$ cat src/hw/rtl/assert_macros.svh
// Assertion macros shared by the word generator RTL.
// Holds implication helpers that compile away when SYNTHESIS is defined.
`ifndef ASSERT_MACROS_SVH
`define ASSERT_MACROS_SVH
`ifndef SYNTHESIS
// Same-cycle implication, disabled while reset is active.
`define ASSERT_IMP(label, clk, rstn, ante, cons) \
    label: assert property (@(posedge clk) disable iff (!rstn) (ante) |-> (cons)) \
        else $error("same-cycle implication failed");
// Next-cycle implication, disabled while reset is active.
`define ASSERT_NXT(label, clk, rstn, ante, cons) \
    label: assert property (@(posedge clk) disable iff (!rstn) (ante) |=> (cons)) \
        else $error("next-cycle implication failed");
`else
`define ASSERT_IMP(label, clk, rstn, ante, cons)
`define ASSERT_NXT(label, clk, rstn, ante, cons)
`endif
`endif

$ cat src/hw/rtl/mtwg_cell.sv
// One state word of the twister shift chain.
// No dependencies.
module mtwg_cell (
    input  logic        clk,
    input  logic        shift_en,
    input  logic [31:0] d,
    output logic [31:0] q
);

    logic [31:0] word_reg;

    always_ff @(posedge clk)
    begin
        if (shift_en)
        begin
            word_reg <= d;
        end
    end

    assign q = word_reg;

endmodule

$ cat config.mk
export PLATFORM = sky130hd
export DESIGN_NAME = mtwg_cell
export DESIGN_NICKNAME = d
export VERILOG_FILES = /design/src/hw/rtl/assert_macros.svh /design/src/hw/rtl/mtwg_cell.sv
export SDC_FILE = /design/constraint.sdc
export NUM_CORES = 1
export LEC_CHECK = 0
export BUFFER_PORTS_ARGS = -buffer_cell sky130_fd_sc_hd__buf_2
export CORE_MARGIN = 2
export CORE_UTILIZATION = 42
export DETAILED_ROUTE_END_ITERATION = 7
export PLACE_DENSITY = 0.89
export RECOVER_POWER = 50
export SLEW_MARGIN = 20
export SYNTH_ARGS = -nofsm -noshare
export SYNTH_HDL_FRONTEND = slang
export SYNTH_SLANG_ARGS = --single-unit
export TNS_END_PERCENT = 10
$ cat constraint.sdc
create_clock -name clk -period 1.16 [get_ports clk]
set_input_delay 0.232 -clock clk [delete_from_list [all_inputs] [get_ports clk]]
set_output_delay 0.232 -clock clk [all_outputs]
set_load 0.05 [all_outputs]
# Word level (Yosys, flattened, before mapping)
# Cells that the tools add are included.
[classes]
reduce_logical = 0
shifts = 0
mux = 0
addsub = 0
div_mod_pow = 0
bitwise_logic = 0
n_eq_ne = 0
order_cmp = 0
n_mul = 0
[totals]
reg_bits = 32
latch_bits = 0
input_bits = 34
mem_bits_rw = 0
mem_bits_ro = 0
mem_count = 0
wordCells = 1

# Longest topological paths before layout
[depth]
ltp_word = 0
mapped_depth = 0
mapped_depth_nobuf = 0

# Worst setup path after synthesis
# OpenSTA, ideal clock, no wires.
[synth_timing]
path_type = "flip-flop to output port"
start = "reg word_reg[0] (netlist: q[0])"
end = "out q[0]"
required_ps = 928
path_buffers = 0
path_stages_with_launch = 1
setup_slack_ps = 327
arrival_time_ps = 601
cell_sequence = "edfxtp_1"
[synth_rtl]
columns = ["item", "line_no", "text"]
rows = [
  ["start: declaration", "mtwg_cell.sv:10", "logic [31:0] word_reg;"],
  ["start signal: assignment", "mtwg_cell.sv:16", "word_reg <= d;"],
  ["end: declaration", "mtwg_cell.sv:7", "output logic [31:0] q"],
]
# No word-level cell between the ends.

# Worst setup path after layout
[layout_timing]
start = "reg word_reg[21] (netlist: q[21])"
end = "out q[21]"
# No word-level cell between the ends.

==> results.yml <==
synth:
  syn_nets: 66
  synth.avg_cell_area_um2: 30.0
  synthDistinctLibCells: 1
  ys_seq_area_share_pct: 100
  yosysWarnings: 0
  syn-instance-count: 32
  ys_seq_elements: 32
  synthesis.area_um2: 961
critical_path:
  worstPathRequired_ns: 0.93
  path_max_fanout: 1
  end_kind: "output pin"
  cp_num_buf_inv: 1
  slowest_stage: "edfxtp_1"
  start_kind: "register"
  worstPathCellList: "buf_2"
  critPathTopFamily: "flip-flops"
  crit_arrival_ns: 0.90
  worstSetupPathType: "reg -> out"
  slowest_delay_ns: 0.38
route:
  drtIter0Drc: 3
  wirelength_mm: 1.64
  ant_nets: 0
  drc: 0
  dr_total_vias: 576
  wl_per_cell_um: 12.1
  vias_per_cell: 4.27
  drt-pass1-iter-count: 2
cells_and_area:
  drive_above_1_share_pct: 66.4
  nets: 140
  final_util_pct: 66.2
  multi_input_comb_area_um2: 0
  area_growth_pct: 51.0
  multi_input_gates: 0
  antenna_cells: 0
  largest_reg_flops: 32
floorplan:
  pin_count: 66
  start_util_pct: 43.9
  core-area_mm2: 0.00219
  rows: 17
  die-area_mm2: 0.00269
  die_x_um: 51.8
  die_height_um: 51.8
pwr:
  total_power_mw: 2.45
  p_per_area_mw_per_mm2: 1690
  p_clk_share_pct: 22.2
  combPwrFrac_pct: 20.8
  switching_share_pct: 29.1
  p_switching_mw: 0.713
  peakVddDrop_v: 0.00104
  power_frac_seq_pct: 57.0
  internal-power_mw: 1.74
  p_leak_nw: 0.635
place:
  gp_congestion: 0.564
  port_buffers: 65
clock_tree:
  clock-root-buffer: "clkbuf_4"
  hold_buffers: 0
  numCtsBuffers: 5
  clock-sinks: 32
  h-tree-depth: 2
  clkTransAtPathRegs_ns: 0.09
  cts_tree: "yes"
  ctsLongestPathBuffers: 2
sta:
  hold_viol: 0
  relSlewSlack_pct: 56.5
  fin_crit_sh_pct: 97.8
  tightestPinTransition_ns: 0.652
  setup_viol: 0
  fin_crit_ns: 1.13
  fmax_mhz: 882
  report.final.slew_viol_count: 0
  rsz0062_at_grt: "yes"
  finalSetupTns_ns: 0
grt:
  antenna_found_initial: 0
  grt_pass1_vias: 542
  grtUsageTotal_pct: 12.9
  overflow: 0
  grt_max_degree: 18
  grt_pass1_wl_mm: 2.25
flow_run:
  drv_cap: 0
min_path:
  hp-class: "in -> reg"
outcome:
  status: "complete, no violations"
[placed cells by master, fill, tap and decap left out]
cell / Yosys / routed
buf_2: 0 / 56
edfxtp_1: 32 / 32
buf_6: 0 / 7
clkbuf_4: 0 / 5
clkbuf_1: 0 / 2
buf_4: 0 / 2
clkinv_1: 0 / 1
dlymetal6s2s_1: 0 / 1
buf_12: 0 / 1
[power by group through the flow]
stage	clock (mW)	sequential, mW	combinational [mW]
floorplan	0	1.75	0
global placement	0	1.41	0.486
detailed placement	0	1.42	0.493
CTS	0.568	1.39	0.495
global route	0.629	1.40	0.528
finish	0.545	1.40	0.509
[cell usage after synthesis]
master / number / area, um^2
edfxtp_1: 32 / 961
[through the flow]
stage                     setup WS (ns)  std cells  area (um^2)  hold WS [ns]
after floorplan                   0.327         32          961         0.331
after global placement            0.339        127         1360         0.408
after detailed placement          0.331        127         1360         0.410
after CTS                      0.000525        135         1410        0.0745
after global routing            -0.0174        135         1450        0.0671
final                            0.0256        135         1450        0.0917
[per-layer routing]
metal / vias up / wire length (um) / GRT usage (%)
met3: 4 / 171 / 5.46
met5: - / 0 / 0
li1: 278 / - / -
met1: 258 / 546 / 11.4
met2: 36 / 888 / 22.8
met4: 0 / 31 / 9.21
[layout make-up]
cell class | count | area [um^2]
Sequential cell | 32 | 961
Clock buffer | 7 | 45.0
Clock inverter | 1 | 3.75
Timing Repair Buffer | 67 | 407
Tap cell | 28 | 35.0
Fill cell | 165 | 739
[cells by family after synthesis]
kind of cell  Yosys count  synth area share [%]
flops                  32                   100
[repair_timing]
| action | CTS | global route |
|---|---|---|
| setup buffers | 0 | 0 |
| gates resized for setup | 1 | 23 |
| hold endpoints to repair | 0 | 0 |
| setup endpoints to repair | 1 | 26 |
[path summary, 6_finish.rpt]
kind | start | cells past startpoint | end
hold / removal | d[29] | 1 | q[29]
setup / recovery | q[21] | 1 | q[21]
(Power assumes the default switching activity.)
