### src/hw/rtl/assert_macros.svh
// Assertion macros shared by the word generator RTL.
// Holds implication helpers that compile away when SYNTHESIS is defined.
`ifndef ASSERT_MACROS_SVH
`define ASSERT_MACROS_SVH
`ifndef SYNTHESIS
// Same-cycle implication, disabled while reset is active.
`define ASSERT_IMP(label, clk, rstn, ante, cons) \
    label: assert property (@(posedge clk) disable iff (!rstn) (ante) |-> (cons)) \
        else $error("same-cycle implication failed");
// Next-cycle implication, disabled while reset is active.
`define ASSERT_NXT(label, clk, rstn, ante, cons) \
    label: assert property (@(posedge clk) disable iff (!rstn) (ante) |=> (cons)) \
        else $error("next-cycle implication failed");
`else
`define ASSERT_IMP(label, clk, rstn, ante, cons)
`define ASSERT_NXT(label, clk, rstn, ante, cons)
`endif
`endif

### src/hw/rtl/mtwg_pkg.sv
// Package for the MT19937 word generator: constants, codes, structs, helpers.
// No dependencies.
package mtwg_pkg;

    localparam int unsigned TWIST_OFFSET = 397;

    localparam logic [31:0] INIT_MULT    = 32'd1812433253;
    localparam logic [31:0] TWIST_MATRIX = 32'h9908_B0DF;
    localparam logic [31:0] TEMPER_B     = 32'h9D2C_5680;
    localparam logic [31:0] TEMPER_C     = 32'hEFC6_0000;
    localparam logic [31:0] HI_BIT       = 32'h8000_0000;
    localparam logic [31:0] LO_BITS      = 32'h7FFF_FFFF;
    localparam logic [31:0] SEED_RESET   = 32'd5489;

    // Request function codes; the unused code behaves as a raw draw.
    localparam logic [1:0] FUNC_RAW  = 2'd0;
    localparam logic [1:0] FUNC_MOD  = 2'd1;
    localparam logic [1:0] FUNC_SPAN = 2'd2;

    typedef struct packed {
        logic        start;
        logic [31:0] dividend;
        logic [31:0] divisor;
    } rem_req_t;

    typedef struct packed {
        logic        done;
        logic [31:0] remainder;
    } rem_rsp_t;

    // One step of the recurrence: oldest word, its neighbor and the far tap.
    function automatic logic [31:0] twist_word(input logic [31:0] w_cur,
                                               input logic [31:0] w_nxt,
                                               input logic [31:0] w_far);
        logic [31:0] mix;
        mix = (w_cur & HI_BIT) | (w_nxt & LO_BITS);
        return w_far ^ (mix >> 1) ^ (mix[0] ? TWIST_MATRIX : 32'd0);
    endfunction

    function automatic logic [31:0] temper(input logic [31:0] w);
        logic [31:0] y;
        y = w ^ (w >> 11);
        y = y ^ ((y << 7) & TEMPER_B);
        y = y ^ ((y << 15) & TEMPER_C);
        return y ^ (y >> 18);
    endfunction

endpackage

### src/hw/rtl/mtwg_rem.sv
// Restoring remainder unit, one quotient bit per cycle.
// Depends on mtwg_pkg (rem_req_t, rem_rsp_t).
module mtwg_rem
    import mtwg_pkg::*;
(
    input  logic     clk,
    input  logic     rst_n,
    input  rem_req_t req,
    output rem_rsp_t rsp
);

    localparam int unsigned STEPS = 32;
    localparam int unsigned CNT_W = $clog2(STEPS);
    localparam logic [CNT_W-1:0] CNT_LAST = CNT_W'(STEPS - 1);

    logic             busy_reg, busy_next;
    logic             done_reg, done_next;
    logic [CNT_W-1:0] cnt_reg, cnt_next;
    logic [31:0]      rem_reg;
    logic [31:0]      dvd_reg;
    logic [31:0]      dvs_reg;

    logic [32:0] trial;
    logic [32:0] diff;
    logic [31:0] rem_step;

    // Bring down the next dividend bit and subtract when it fits.
    assign trial    = {rem_reg, dvd_reg[31]};
    assign diff     = trial - {1'b0, dvs_reg};
    assign rem_step = diff[32] ? trial[31:0] : diff[31:0];

    always_comb
    begin
        busy_next = busy_reg;
        done_next = 1'b0;
        cnt_next  = cnt_reg;
        if (req.start)
        begin
            busy_next = 1'b1;
            cnt_next  = '0;
        end
        else if (busy_reg)
        begin
            cnt_next = cnt_reg + 1'b1;
            if (cnt_reg == CNT_LAST)
            begin
                busy_next = 1'b0;
                done_next = 1'b1;
            end
        end
    end

    always_ff @(posedge clk or negedge rst_n)
    begin
        if (!rst_n)
        begin
            busy_reg <= 1'b0;
            done_reg <= 1'b0;
            cnt_reg  <= '0;
        end
        else
        begin
            busy_reg <= busy_next;
            done_reg <= done_next;
            cnt_reg  <= cnt_next;
        end
    end

    always_ff @(posedge clk)
    begin
        if (req.start)
        begin
            rem_reg <= '0;
            dvd_reg <= req.dividend;
            dvs_reg <= req.divisor;
        end
        else if (busy_reg)
        begin
            rem_reg <= rem_step;
            dvd_reg <= {dvd_reg[30:0], 1'b0};
        end
    end

    assign rsp.done      = done_reg;
    assign rsp.remainder = rem_reg;

endmodule

### config.mk
export PLATFORM = sky130hd
export DESIGN_NAME = mtwg_rem
export DESIGN_NICKNAME = d
export VERILOG_FILES = /design/src/hw/rtl/assert_macros.svh /design/src/hw/rtl/mtwg_pkg.sv /design/src/hw/rtl/mtwg_rem.sv
export SDC_FILE = /design/constraint.sdc
export NUM_CORES = 1
export LEC_CHECK = 0
export BUFFER_PORTS_ARGS = -buffer_cell sky130_fd_sc_hd__buf_2
export CAP_MARGIN = 20
export CORE_ASPECT_RATIO = 1.1
export CORE_MARGIN = 2
export CORE_UTILIZATION = 59
export CTS_BUF_LIST = sky130_fd_sc_hd__clkbuf_8
export CTS_CLUSTER_DIAMETER = 120
export DETAILED_ROUTE_END_ITERATION = 6
export PLACE_DENSITY = 0.83
export SETUP_SLACK_MARGIN = 0.15
export SYNTH_ARGS = -nofsm -noshare
export SYNTH_HDL_FRONTEND = slang
export SYNTH_SLANG_ARGS = --single-unit
### constraint.sdc
create_clock -name clk -period 3.5 [get_ports clk]
set_clock_uncertainty 0.15 [all_clocks]
set_input_delay 0.7 -clock clk [delete_from_list [all_inputs] [get_ports clk]]
set_output_delay 0.7 -clock clk [all_outputs]
set_load 0.05 [all_outputs]
**Word level (Yosys, flattened, before mapping)**

Cells that the tools add are included.

- Muxes and demuxes: 11
- Reductions and logical operators: 1
- Equal/unequal tests: 1
- $add $sub $neg: 2

Operators with widths:

| cell | number |
|---|---|
| 2-to-1 mux 32 bit | 3 |
| subtractor 33 x 32 -> 33 bit | 1 |
| 2-to-1 mux 5 bit | 2 |
| 2-to-1 mux 1 bit | 6 |
| adder 5 x 1 -> 5 bit (second input constant) | 1 |
| equality test 5 bit (second input constant) | 1 |
| nonzero test 2 bit | 1 |

- Output and inout port bits: 33
- Bits of input ports: 67
- Logic and storage cells: 21
- Register bits: 103

**Depth between registers and ports, before layout**

- Depth in word-level cells: 4
- Mapped depth: 14
- Mapped depth without buffers: 12

**Worst setup path before layout**

OpenSTA, ideal clock, no wires.

- Path type: flip-flop to flip-flop
- Start: register rem_reg[0]
- End: register rem_reg[14]
- Clock period less this slack: 3.219 ns
- Stages on the path, launching flop included: 13
- Setup time: 0.088 ns
- Arrival: 2.981 ns
- Data required time: 3.262 ns
- Slack: 0.281 ns
- Buffers on the path: 2
- Path through: dfxtp_1 inv_1 fa_1 nand2b_1 a21o_1 a211oi_1 o21a_1 o31a_1 and2_1 buf_6 buf_2 nand2_1 a311oi_2

- Word-level cells in the longest chain between the ends: 2

RTL lines:

| element | RTL line | text |
|---|---|---|
| start, declared | mtwg_rem.sv:19 | `logic [31:0] rem_reg;` |
| start signal, assigned | mtwg_rem.sv:79 | `rem_reg <= rem_step;` |
| subtractor 33 x 32 -> 33 bit | mtwg_rem.sv:29 | `assign diff = trial - {1'b0, dvs_reg};` |
| 2-to-1 mux 32 bit | mtwg_rem.sv:30 | `assign rem_step = diff[32] ? trial[31:0] : diff[31:0];` |

No other way between the ends.
A chain may end at the register's enable or synchronous reset.

**Worst setup path after layout**

- Start: register dvd_reg[31]
- End: register rem_reg[25]

- Word-level cells in the longest chain between the ends: 2

RTL lines:

| element | RTL line | text |
|---|---|---|
| start, declared | mtwg_rem.sv:20 | `logic [31:0] dvd_reg;` |
| start signal, assigned | mtwg_rem.sv:74 | `dvd_reg <= req.dividend;` |
| start signal, assigned | mtwg_rem.sv:80 | `dvd_reg <= {dvd_reg[30:0], 1'b0};` |
| subtractor 33 x 32 -> 33 bit | mtwg_rem.sv:29 |  |
| 2-to-1 mux 32 bit | mtwg_rem.sv:30 |  |

No other way between the ends.

==> results.md <==
* Status: finished, final reports clean
* Final Instance Count excl. Fillers at 804
* Flops & latches, synth at 103
* Worst vdd ir at 0.457 mV
* Critical Path Fanout Max at 33
* Slowest stage delay, CP at 410 ps
* Pins Over Slew Limit at 0
* Dpl cells at 787
* CTS root buffer: clkbuf_8
* GRT busiest layer: met2
* GR Overflow Total at 0
* Global-route met1 utilization at 0.325
* Crit path from: dvd_reg[31]
* Kind of end point of the critical path: flop
* Post-synth EDFFs at 64
* Synth-to-layout area growth at 13.1%
* Worst-Margin Slew at 732 ps
* Drt first-iter violations at 274
* PnR Total Power at 5.55 mW
* Final setup violation count at 0
* GRT met2 Usage at 0.401
* Reg2Reg Launch Point: dvd_reg[31]
* Syn Nets at 693
* TritonCTS clock tree: built
* Clk_lat worst skew at 370 ps
* First-pass DRT Iterations at 5
* Min Tclk post-route at 3190 ps
* ANT cells at 0
* Cell Area, Synth at 5980 um^2
* Slew headroom at 0.512
* H-tree levels at 3
* Die Footprint at 11000 um^2
* DRC at 0
* First-pass GRT wire length at 21300 um
* Synth area leader: edfxtp_1
* Top-count cell post-synth: nor2_1
* Total GRT Usage at 0.244
* Logic pwr share at 0.541
* Critical path launch point type: flop
* IO Count at 100
* Synth Warn # at 0
* Worst Hold Launch: req[27]
* Vias per inst at 5.84
* Fin area at 6770 um^2
* Critical Path AT at 3330 ps
* Power per standard cell area at 820 nW/um^2
* CP Cell Sequence: inv_1 -> ha_1 -> fa_1 -> nand2b_1 -> a21o_1 -> a211oi_2 -> o21a_1 -> o31a_1 -> and2_1 -> buf_12 -> inv_8 -> and3_1 -> nor4_2
* Sw frac at 0.458
* Clock-pin slew on the worst setup and hold paths at 100 ps
* Wire per inst at 16.0 um
* Share of the synthesized area in the top cell type at 0.321
* Fmax at 313 MHz
* Port Buffers at 99
* DP Area at 6540 um^2
* Synth Instances at 591
* Path type of the worst setup path: reg2reg
* Setup tns final at 0 ps
* Final Cycle Share at 0.913
* Detail Route Antenna Nets at 0
* Share of layout cells above drive strength 1 at 0.241
* Antenna violations before repair at 0
* Sw Pwr at 2.54 mW
* Leakage at 3.04 nW
* Ys async rst share at 0.0680
* Clk buf depth at 2
* Final net count at 781
* Clock power frac at 0.145
* Final HPWL DP at 9230 um
* Die height at 110 um
* CTS Buf Count at 9
* Hold Path Class: in2reg
* Via count at 4695
* Largest net degree at the start of global routing at 54
* Commonest register cell after synthesis: edfxtp_1
* Clock sink total at 103
* Site Rows at 38
* Mapped Avg Cell Area at 10.1 um^2
* Final hold violations at 0
* Synth area leaders: edfxtp_1 (32%), dfxtp_1 (11%), ha_1 (7.1%)
* Post-synth top cells: nor2_1 (68), edfxtp_1 (64), a21oi_1 (42)
* Met3 Use GR at 0.0445
* Required @ worst endpoint at 3630 ps
* Cell-internal power at 3.01 mW
* Gp weighted congestion at 0.900
* Die Wd at 100 um
* Register area share after synthesis at 0.458
* RSZ-0062 raised after global routing: false
* Sequential power share at 0.314
* Initial core utilization at 0.605
* Min Hold Slack at 348 ps
* Post-synth cell types at 60
* Slowest-stage cell, CP: fa_1
* Max_cap viols at 0
* Core area at 9890 um^2
* Vias in the first global route at 4590
* Final wirelength at 12900 um
## per-stage QoR
step	utilization	worst slack (ps)
global placement	0.661	367
detailed placement	0.661	289
CTS	0.684	233
finish	0.684	306
floorplan	-	281
global route	0.684	152
## routing by layer
layer | part of all wire | wire [um] | up-vias
li1 | - | - | 2327
met1 | 0.46 | 5920 | 2223
met2 | 0.48 | 6170 | 132
met3 | 0.047 | 611 | 13
met4 | 0.013 | 169 | 0
met5 | 0 | 0 | -
## path summary, 6_finish.rpt
path | endpoint | slack, ps | cells after the start
worst max-delay path | rem_reg[25] | 310 | 13
worst min register to register | rem_reg[10] | 370 | 2
worst min-delay path | dvs_reg[27] | 350 | 1
max in group asynchronous | busy_reg | 2470 | 2
min in group asynchronous | done_reg | 570 | 2
worst max register to register | rem_reg[25] | 310 | 13
## layout by cell type (no fill, tap or decap), types with 3 or more instances in the layout
master | synthesis | routed
edfxtp_1 | 64 | 64
nor3_1 | 7 | 7
a21o_1 | 15 | 15
nor2_1 | 68 | 68
a211o_1 | 4 | 4
xor2_1 | 14 | 14
o21bai_1 | 4 | 4
o21ai_0 | 21 | 21
and4_1 | 3 | 3
dfrtp_1 | 7 | 6
buf_2 | 3 | 98
buf_4 | 1 | 7
a21oi_1 | 42 | 42
ha_1 | 34 | 34
nand3b_1 | 3 | 3
nand3_1 | 9 | 9
nand4_1 | 6 | 6
clkbuf_8 | 0 | 9
xnor2_1 | 13 | 13
a31oi_1 | 6 | 6
a311oi_1 | 6 | 6
inv_1 | 39 | 41
o211ai_1 | 6 | 6
and3_1 | 7 | 7
a211oi_1 | 23 | 22
o21a_1 | 5 | 5
nor2b_1 | 7 | 7
nand2_1 | 39 | 39
mux2_2 | 33 | 33
dfxtp_1 | 32 | 32
mux2i_1 | 10 | 10
## worst max-delay path, delay by kind of cell, from the launching register on
| kind | cells | cell delay, ps |
|---|---|---|
| adder cells (fa/ha/maj) | 2 | 640 |
| AND/OR/NAND/NOR | 4 | 790 |
| AO/OA/AOI/OAI | 4 | 770 |
| buffers and inverters | 3 | 370 |
| flip-flops | 1 | 370 |
## layout make-up
class,instances,area [um^2]
tap,120,150
multi-input combinational,418,2930
sequential,103,2740
fill,799,3120
clock buffer,9,124
timing repair buffer,107,573
inverter,40,158
clock inverter,7,91.3
## cells by family after synthesis
family / Yosys count / synth area share
buffers and inverters: 70 / 0.0533
AOI/OAI and AO/OA: 153 / 0.173
DFF: 103 / 0.458
adders and majority gates: 35 / 0.0744
and+or+nand+nor: 160 / 0.123
xor gates and xnor gates: 27 / 0.0395
muxes: 43 / 0.0788
## repair_timing
action,CTS,global route
hold buffers,1,0
endpoints found under the setup margin,0,12
hold endpoints to repair,7,0
resized for setup,0,1
setup buffers,0,0
## power groups by stage
stage | combinational (mW) | clock [mW] | sequential, mW
3_3_place_gp | 2.91 | 0 | 1.75
2_1_floorplan | 1.86 | 0 | 2.27
3_5_place_dp | 2.95 | 0 | 1.77
6_report | 3.00 | 0.802 | 1.74
5_1_grt | 3.27 | 0.860 | 1.78
4_1_cts | 2.98 | 0.816 | 1.74
Power figures use the tool's default switching activity.
